## src/mfcc_pkg.sv

```systemverilog
`default_nettype none

package mfcc_pkg;

    localparam int BYTE_W     = 8;
    localparam int CRC_W      = 16;
    localparam int OUT_LEN_W  = 10;
    localparam int MIN_LEN_W  = 10;
    localparam int MODE_W     = 2;
    localparam int NEED_W     = 4;
    localparam int CFG_IDX_W  = 4;
    localparam int CFG_DATA_W = 10;
    localparam int QUEUE_DEPTH = 4;

    localparam logic [CRC_W-1:0] CRC_POLY = 16'hA001;
    localparam logic [CRC_W-1:0] CRC_INIT = 16'hFFFF;

    localparam logic [MODE_W-1:0] MODE_RTU   = 2'd0;
    localparam logic [MODE_W-1:0] MODE_ASCII = 2'd1;
    localparam logic [MODE_W-1:0] MODE_NONE  = 2'd2;

    localparam logic [CFG_IDX_W-1:0] CFG_FRAME_MODE = 4'd0;
    localparam logic [CFG_IDX_W-1:0] CFG_MIN_LEN    = 4'd1;

    localparam logic [NEED_W-1:0] LEAD_RTU    = 4'd4;
    localparam logic [NEED_W-1:0] TRAIL_RTU   = 4'd4;
    localparam logic [NEED_W-1:0] LEAD_ASCII  = 4'd1;
    localparam logic [NEED_W-1:0] TRAIL_ASCII = 4'd2;
    localparam logic [NEED_W-1:0] LEAD_NONE   = 4'd0;
    localparam logic [NEED_W-1:0] TRAIL_NONE  = 4'd0;
    localparam logic [NEED_W-1:0] CRC_BYTES   = 4'd2;

    typedef struct packed {
        logic [BYTE_W-1:0] rx_byte;
        logic              is_last;
    } t_in_word;

    typedef struct packed {
        logic                 crc_ok;
        logic                 too_short;
        logic [CRC_W-1:0]     computed_crc;
        logic [CRC_W-1:0]     received_crc;
        logic [OUT_LEN_W-1:0] frame_len;
    } t_out_word;

    // Classified byte handed from the front to the back through the queue.
    typedef struct packed {
        logic [BYTE_W-1:0]    rx_byte;
        logic                 is_last;
        logic                 in_body;
        logic                 len_short;
        logic [NEED_W-1:0]    need;
        logic [OUT_LEN_W-1:0] frame_len;
    } t_cls_word;

    function automatic logic [CRC_W-1:0] crc_byte(input logic [CRC_W-1:0] crc,
                                                  input logic [BYTE_W-1:0] b);
        logic [CRC_W-1:0] c;
        c = crc ^ {{(CRC_W-BYTE_W){1'b0}}, b};
        for (int i = 0; i < BYTE_W; i++) begin
            c = c[0] ? ((c >> 1) ^ CRC_POLY) : (c >> 1);
        end
        return c;
    endfunction

endpackage

`default_nettype wire

```

## src/mfcc_back.sv

```systemverilog
`default_nettype none

module mfcc_back #(
    parameter int HOLD_DEPTH = 6
) (
    input  wire                  i_clk,
    input  wire                  i_rst_n,
    input  wire                  i_head_valid,
    input  mfcc_pkg::t_cls_word  i_head,
    output logic                 o_pop,
    output logic                 o_out_valid,
    input  wire                  i_out_ready,
    output mfcc_pkg::t_out_word  o_out_word
);
    import mfcc_pkg::*;

    localparam int FILL_W = $clog2(HOLD_DEPTH + 1);
    localparam int CW     = (FILL_W > NEED_W) ? FILL_W : NEED_W;

    logic [BYTE_W-1:0] r_line [HOLD_DEPTH];
    logic [FILL_W-1:0] r_fill;
    logic [CRC_W-1:0]  r_crc;
    logic              r_out_valid;
    t_out_word         r_out_word;

    logic [BYTE_W-1:0] n_line [HOLD_DEPTH];
    logic [FILL_W-1:0] n_fill;
    logic [CRC_W-1:0]  n_crc;

    logic [BYTE_W-1:0] line_p [HOLD_DEPTH];
    logic [FILL_W-1:0] fill_p;
    logic [CW-1:0]     need_c;
    logic [CW-1:0]     fill_c;
    logic              out_room;
    logic              surplus;
    logic              advance;
    logic              pop_byte;
    logic              push_byte;
    logic              finish;
    logic              short_frame;
    logic [CRC_W-1:0]  rec_crc;

    assign need_c   = CW'(i_head.need);
    assign fill_c   = CW'(r_fill);
    assign out_room = !r_out_valid || i_out_ready;

    // A held count larger than the current need (after a mode change) drains
    // one oldest byte per cycle before the head byte is taken.
    assign surplus   = i_head.in_body && (fill_c > need_c);
    assign advance   = i_head_valid && (surplus || !i_head.is_last || out_room);
    assign pop_byte  = advance && i_head.in_body && (fill_c >= need_c) && (r_fill != '0);
    assign push_byte = advance && i_head.in_body && !surplus;
    assign o_pop     = advance && !surplus;
    assign finish    = o_pop && i_head.is_last;

    always_comb begin
        for (int i = 0; i < HOLD_DEPTH - 1; i++) begin
            line_p[i] = pop_byte ? r_line[i + 1] : r_line[i];
        end
        line_p[HOLD_DEPTH - 1] = pop_byte ? '0 : r_line[HOLD_DEPTH - 1];
        fill_p = pop_byte ? r_fill - 1'b1 : r_fill;
        n_crc  = pop_byte ? crc_byte(r_crc, r_line[0]) : r_crc;

        for (int i = 0; i < HOLD_DEPTH; i++) begin
            n_line[i] = (push_byte && fill_p == FILL_W'(i)) ? i_head.rx_byte : line_p[i];
        end
        n_fill = push_byte ? fill_p + 1'b1 : fill_p;

        rec_crc     = (n_fill >= FILL_W'(2)) ? {n_line[0], n_line[1]} : '0;
        short_frame = i_head.len_short || (CW'(n_fill) < need_c);
    end

    assign o_out_valid = r_out_valid;
    assign o_out_word  = r_out_word;

    always_ff @(posedge i_clk) begin
        r_line <= n_line;
        if (finish) begin
            r_out_word.crc_ok       <= !short_frame && (rec_crc == n_crc);
            r_out_word.too_short    <= short_frame;
            r_out_word.computed_crc <= n_crc;
            r_out_word.received_crc <= rec_crc;
            r_out_word.frame_len    <= i_head.frame_len;
        end
    end

    always_ff @(posedge i_clk) begin
        if (!i_rst_n) begin
            r_fill      <= '0;
            r_crc       <= CRC_INIT;
            r_out_valid <= 1'b0;
        end else begin
            if (finish) begin
                r_fill      <= '0;
                r_crc       <= CRC_INIT;
                r_out_valid <= 1'b1;
            end else begin
                r_fill <= n_fill;
                r_crc  <= n_crc;
                if (i_out_ready) begin
                    r_out_valid <= 1'b0;
                end
            end
        end
    end

endmodule

`default_nettype wire

```

## config.mk

```make
export PLATFORM = sky130hd
export DESIGN_NAME = mfcc_back
export DESIGN_NICKNAME = d
export VERILOG_FILES = /design/src/mfcc_pkg.sv /design/src/mfcc_back.sv
export SDC_FILE = /design/constraint.sdc
export NUM_CORES = 1
export LEC_CHECK = 0
export ABC_AREA = 1
export BUFFER_PORTS_ARGS = -buffer_cell sky130_fd_sc_hd__buf_2
export CAP_MARGIN = 20
export CORE_MARGIN = 2
export CORE_UTILIZATION = 37
export CTS_CLUSTER_SIZE = 28
export DETAILED_ROUTE_END_ITERATION = 16
export GPL_TIMING_DRIVEN = 0
export PLACE_DENSITY = 0.54
export RECOVER_POWER = 50
export SYNTH_ARGS = -nofsm -noshare
export SYNTH_HDL_FRONTEND = slang
export SYNTH_SLANG_ARGS = --single-unit
```

## constraint.sdc

```tcl
create_clock -name i_clk -period 6.3 [get_ports i_clk]
set_input_delay 0.945 -clock i_clk [delete_from_list [all_inputs] [get_ports i_clk]]
set_output_delay 0.945 -clock i_clk [all_outputs]
set_load 0.02 [all_outputs]
```

==> After elaboration in Yosys (flattened, before gate mapping) <==
Cells that the tools add are included.
{ "totals": {"reg_bits": 112} }
{ "classes": {"addsub": 2, "n_lt_le_gt_ge": 4, "eq_ne": 6, "mux": 26, "bitwise_logic": 10, "reduce_logical": 31} }
{ "ops": {"columns": ["op", "count"], "rows": [
  ["two-way mux 16 bit", 10],
  ["two-way mux 8 bit", 12],
  ["NOT 2 -> 3 bit", 8],
  ["equality test 16 bit", 1],
  ["bitwise XOR 16 x 8 -> 16 bit", 1],
  ["logical AND 1 bit", 15],
  ["nonzero test 2 bit", 5],
  ["equality test 3 x 2 -> 1 bit (second input constant)", 2],
  ["equality test 3 bit (second input constant)", 2],
  ["two-way mux 3 bit", 2],
  ["greater-or-equal comparator 3 x 4 -> 1 bit", 1],
  ["> comparator 3 x 4 -> 1 bit", 1],
  ["logical NOT 1 bit", 4],
  ["logical OR 1 bit", 4],
  ["< comparator 3 x 4 -> 1 bit", 1],
  ["adder 3 x 1 -> 3 bit (second input constant)", 1],
  ["equality test 3 x 1 -> 1 bit (second input constant)", 1],
  ["greater-or-equal comparator 3 x 2 -> 1 bit (second input constant)", 1],
  ["logical NOT 3 bit", 1],
  ["nonzero test 3 bit", 1],
  ["subtractor 3 x 1 -> 3 bit (second input constant)", 1],
  ["two-way mux 1 bit", 2],
  ["OR reduction 2 bit", 1],
  ["NOT 1 bit", 1]
]} }

==> Depth between registers and ports, before layout <==
{ "logic_depth": {"ltp_word": 20, "depth_mapped": 29, "ltp_nobuf": 28} }

==> Worst setup path after synthesis <==
No wires, ideal clock.
{ "synth_timing": {"path_type": "in2reg", "start": "in i_head[12] (netlist bit)", "end": "reg r_crc[10]", "setup_time_ps": 61, "arrival_ps": 4525, "required_ps": 6239, "setup_slack_ps": 1713, "cell_stages": 15, "cell_sequence": "inv_1 -> ha_1 -> inv_1 -> nor2_2 -> nand2_1 -> nand2_1 -> nand2_2 -> a21oi_4 -> nand2_1 -> nor2_1 -> inv_1 -> nand2_1 -> inv_1 -> clkbuf_1 -> nand2_1"} }
{ "synth_via": {"word_cells_on_any_way": 14, "cone_classes": "2 x order compare; 1 x mux; 11 x reduce/logical"} }
{ "synth_lines": {"columns": ["element", "line_no", "rtl"], "rows": [
  ["from (decl)", "mfcc_back.sv:9", "input mfcc_pkg::t_cls_word i_head,"],
  ["> comparator 3 x 4 -> 1 bit *", "mfcc_back.sv:49", "assign surplus = i_head.in_body && (fill_c > need_c);"],
  ["logical AND 1 bit *", "mfcc_back.sv:49", null],
  ["logical OR 1 bit (2 in a row)", "mfcc_back.sv:50", "assign advance = i_head_valid && (surplus || !i_head.is_last || out_room);"],
  ["logical AND 1 bit", "mfcc_back.sv:50", null],
  ["logical AND 1 bit *", "mfcc_back.sv:53", "assign o_pop = advance && !surplus;"],
  ["logical AND 1 bit *", "mfcc_back.sv:54", "assign finish = o_pop && i_head.is_last;"],
  ["net finish", "mfcc_back.sv:39", "logic finish;"],
  ["OR reduction 2 bit (no line) *", null, null],
  ["to (signal assigned)", "mfcc_back.sv:99", "r_crc <= n_crc;"],
  ["to (decl)", "mfcc_back.sv:22", "logic [CRC_W-1:0] r_crc;"]
]} }
Mark *: on every way through the listed nets, which the timed path passes. The rest lies on a longest branch.
A chain may end at the register's enable or synchronous reset.

==> Worst setup path in the final report <==
{ "layout_timing": {"start": "in i_head[12] (netlist bit)", "end": "reg r_out_word, in the netlist o_out_word[43] (data pin)"} }
{ "layout_via": {"elab_chain_len": 15, "word_cells_on_any_way": 30, "cone_classes": "1 x add/sub; 4 x order compare; 2 x eq/ne; 8 x mux; 15 x reduce/logical"} }
{ "layout_rtl": {"columns": ["element", "line_no", "rtl"], "rows": [
  ["> comparator 3 x 4 -> 1 bit", "mfcc_back.sv:49", null],
  ["logical AND 1 bit", "mfcc_back.sv:49", null],
  ["logical OR 1 bit (2 in a row)", "mfcc_back.sv:50", null],
  ["logical AND 1 bit", "mfcc_back.sv:50", null],
  ["logical AND 1 bit", "mfcc_back.sv:51, mfcc_back.sv:52", null],
  ["logical AND 1 bit (2 in a row)", "mfcc_back.sv:51", "assign pop_byte = advance && i_head.in_body && (fill_c >= need_c) && (r_fill != '0);"],
  ["two-way mux 3 bit", "mfcc_back.sv:61", "fill_p = pop_byte ? r_fill - 1'b1 : r_fill;"],
  ["adder 3 x 1 -> 3 bit (tied with other cells)", "mfcc_back.sv:67", "n_fill = push_byte ? fill_p + 1'b1 : fill_p;"],
  ["two-way mux 3 bit or logical AND 1 bit (tied branches)", "mfcc_back.sv:67, mfcc_back.sv:65", null],
  ["greater-or-equal comparator 3 x 2 -> 1 bit (tied with other cells)", "mfcc_back.sv:69", "rec_crc = (n_fill >= FILL_W'(2)) ? {n_line[0], n_line[1]} : '0;"],
  ["two-way mux 16 bit or logical OR 1 bit (tied branches)", "mfcc_back.sv:69, mfcc_back.sv:70", null],
  ["equality test 16 bit or logical NOT 1 bit (tied branches)", "mfcc_back.sv:79", "r_out_word.crc_ok <= !short_frame && (rec_crc == n_crc);"],
  ["logical AND 1 bit *", "mfcc_back.sv:79", null],
  ["to (decl)", "mfcc_back.sv:24", "t_out_word r_out_word;"]
]} }
Mark *: on every way between the ends. The rest lies on a longest branch, timed or not.

==> metrics.md <==
| Metric | Value |
|---|---|
| Vias | between 4000 and 5000 |
| Synth Area in XOR/XNOR | less than 1% |
| Die width | roughly 120 um |
| Maximum VDD drop | between 0.1 and 0.15 mV |
| R2r startpoint | r_fill[2]$_SDFF_PP0_ |
| CTS tree | yes |
| Row count | 44 |
| Antenna cells | 0 |
| Netlist Area Pre-Place | between 5000 and 6000 sq um |
| First-pass GRT wire length | roughly 20000 um |
| CP Capture Type | flip-flop |
| Top FF cell, synth | edfxtp_1 |
| Largest net degree at the start of global routing | 33 |
| H-tree levels | 3 |
| Fin crit period | about 4800 ps |
| Post-synth top area cell | edfxtp_1 |
| First-pass detailed-route iteration total | 4 |
| Req. time, crit path | 6510 ps |
| Compound-Gate Fraction of Synth Area | under 10% |
| CTS Hold Bufs | 0 |
| Antenna Violating Nets Remaining | 0 |
| Worst slew pin tran | between 1500 and 2000 ps |
| Cts repair resizes | 0 |
| Clk Latency, worst-skew pair | 350 ps |
| Gr usage total | roughly 16% |
| Setup Crit Path Kind | primary input to flip-flop |
| WHS Path Cells | 2 |
| Crit path top cell by count | nand2_1 |
| Starting density of the core | 37.43% |
| Worst Hold Class | flip-flop to flip-flop |
| Avg Inst Size Synth | around 8.5 sq um |
| Vias in the first global route | a little over 4000 |
| WL final | 11840 um |
| Number of enable flip-flop cells after synthesis | between 70 and 80 |
| CTS max path bufs | 2 |
| Post-synth ARST share | 0% |
| CP max stage cell | a21boi_0 |
| Mux cell area share after synthesis | 0% |
| Largest fanout on the critical path | 10 |
| CP top delay family | simple AND/OR/NAND/NOR gates |
| Violated checks | max-capacitance violations, max-slew violations |
| Reg-to-reg endpoint | o_out_word[43]$_DFFE_PP_ |
| FILL cells | roughly 1400 |
| Layout area overhead | 14.89% |
| CP Buf/Inv Count | 5 |
| DRC | 0 |
| Cells after Synth | ~630 |
| Core ar. | 14370 sq um |
| Final hold vios | 0 |
| Fin area | ~6200 sq um |
| Seq/Total Area, Yosys | between 50% and 60% |
| Unrepaired setup endpoints after global routing | no |
| Starting DRC count in detailed routing | about 200 |
| Fmax achieved | ~210 MHz |
| Fraction of layout cells with a size suffix above 1 | slightly below 9% |
| Synth Area in Simple Gates | about 26% |
| Total gr overflow | 0 |
| Die Area | around 16000 sq um |
| Hold slack | roughly 530 ps |
| Final Slew Violations | 33 |
| Max-Cap Viols | 1 |
| Clock sinks | roughly 110 |
| Final Util | a little over two fifths |
| IO Pins | 75 |
| Initial antenna violation count | 0 |
| Worst Min Path Start | r_line[13]$_DFFE_PP_ |
| Syn Nets | approximately 670 |
| GP Congestion | roughly 0.84 |
| Die extent in y | approximately 120 um |
| Most common cell after layout, fill and taps aside | nand2_1 |
| Worst Hold End | r_line[21]$_DFFE_PP_ |
| Worst relative slew slack | -8.113% |
| PortBufs | 74 |
| Worst R2R Setup Slack | between 1500 and 2000 ps |
| Outcome | finished with violations |
| Placement Cell Area | roughly 6000 sq um |
| Final setup fails | 0 |
| Pwr dens | roughly 300 nW/um^2 |
| Startpoint Class | primary input |
| NumNets Final | 760 |
| Setup bufs post-CTS | 0 |
| Register bit total from synthesis | between 100 and 150 |
| Largest family of logic cells by synthesized area | simple AND/OR/NAND/NOR gates |
| Num CTS Buffers | 9 |
| Wire per inst | about 13 um |
| Vias per cell | 4.671 |
| Post-synth top area share | between 40% and 50% |
| Slowest Stage Delay on Critical Path | approximately 500 ps |
| Sequence of cells on the critical path | buf_2 > inv_1 > ha_1 > inv_1 > nor2_1 > nand2_1 > nand2_1 > nand2_1 > a21oi_1 > nand3_1 > clkbuf_1 > nand2_1 > nand2_1 > ha_1 > or2_2 > nand2_1 > inv_1 > ha_1 > nand2_1 > nand2_1 > nand2_1 > a21boi_0 > nand3_1 > nor2_1 |
| Yosys warns | 0 |
| Pleak | 0.002866 uW |
| Most frequent cells in the layout | nand2_1, inv_1, edfxtp_1, clkbuf_1, o21ai_0 |
| Reg2reg path depth | 22 |
| Dpl hpwl | between 9000 and 10000 um |
| Clock edge transition at the registers on the reported setup and hold paths | ~70 ps |
| Synth top area cells | edfxtp_1, nand2_1, dfxtp_1 |
| Synth Area in Adders | 2.791% |
| Distinct cells, synth | 30 |
| Clk_skew | about 8.5 ps |
| Period utilisation layout | around three quarters |
| Root buffer cell | clkbuf_16 |
| Critical path arrival | 5000 ps |
| Sum of negative setup slack | 0 ps |
## cell families after synthesis
logic type / count (synthesis)
simple gates: 328
buf+inv: 112
xor+xnor: 6
fa+ha+maj: 12
compound gates: 63
flops: 112
## cells in the mapped netlist, types with 4 or more instances
cell / instances
buf_2: 6
inv_1: 96
o21ai_1: 6
dfxtp_1: 36
clkbuf_1: 6
or2_2: 5
nor2_1: 25
nor2_2: 4
o21ai_0: 47
nand4_1: 13
nand2_1: 243
ha_1: 12
nand3_1: 30
edfxtp_1: 76
## metrics by stage
step	setup WS, ps	instances	power, uW
floorplan	1713	633	1168
global placement	625.2	891	1266
detailed placement	1632	892	1278
CTS	1997	908	1851
global route	1101	908	1934
finish	1513	908	1824
## area by class of cell
class	instances	area, sq um	share of cell area, %
Inverter	96	360.3	5.831
Clock inverter	5	55.05	0.8909
Multi-Input combinational cell	409	1898	30.71
Clock buffer	11	232.7	3.766
Tap cell	184	230.2	3.725
Sequential cell	112	3003	48.59
Buffer	16	82.58	1.336
Timing Repair Buffer	75	317.8	5.143
## worst register-to-register path, stage by stage, from the launching register on
cell and delay [ps]:
dfxtp_1 370, ha_1 300, inv_1 40, nor2_1 180, nand2_1 100, nand2_1 70
nand2_1 100, a21oi_1 270, nand3_1 330, clkbuf_1 360, nand2_1 150, nand2_1 120
ha_1 300, or2_2 280, nand2_1 130, inv_1 60, ha_1 270, nand2_1 50
nand2_1 50, nand2_1 50, a21boi_0 500, nand3_1 140, nor2_1 110
## flip-flops by register name, indices dropped and copies added, names as in the netlist
signal,count
o_out_valid,1
o_out_word,44
r_crc,16
r_fill,3
r_line,48
## power by group
part	leakage, uW	switching [uW]	total (uW)	internal [uW]
Sequential	0.00100	25.7	876	850
Combinational	0.00173	263	380	118
Clock	0.000138	260	568	308
## layer usage
metal | routed length [um] | vias to the layer above | global-route usage (%) | part of all wire (%)
met4 | 240 | 0 | 6.609 | 2.0
met1 | 5290 | 1936 | 19.83 | 45
met5 | 0 | - | 0 | 0
met2 | 5681 | 95 | 26.62 | 48
met3 | 629 | 17 | 2.921 | 5.3
li1 | - | 2193 | - | -
## worst max path at each step
stage                           from                       end  slack, ps  cells after the start
after floorplan           i_head[12]      r_crc[10]$_SDFF_PP1_       1710                     15
after global placement    i_head[12]       r_crc[6]$_SDFF_PP1_        630                     16
after detailed placement  i_head[12]  o_out_word[43]$_DFFE_PP_       1630                     24
after CTS                 i_head[12]  o_out_word[43]$_DFFE_PP_       2000                     24
after global routing      i_head[12]  o_out_word[43]$_DFFE_PP_       1100                     24
final                     i_head[12]  o_out_word[43]$_DFFE_PP_       1510                     24
No activity file was read; power rests on OpenSTA's default activity.
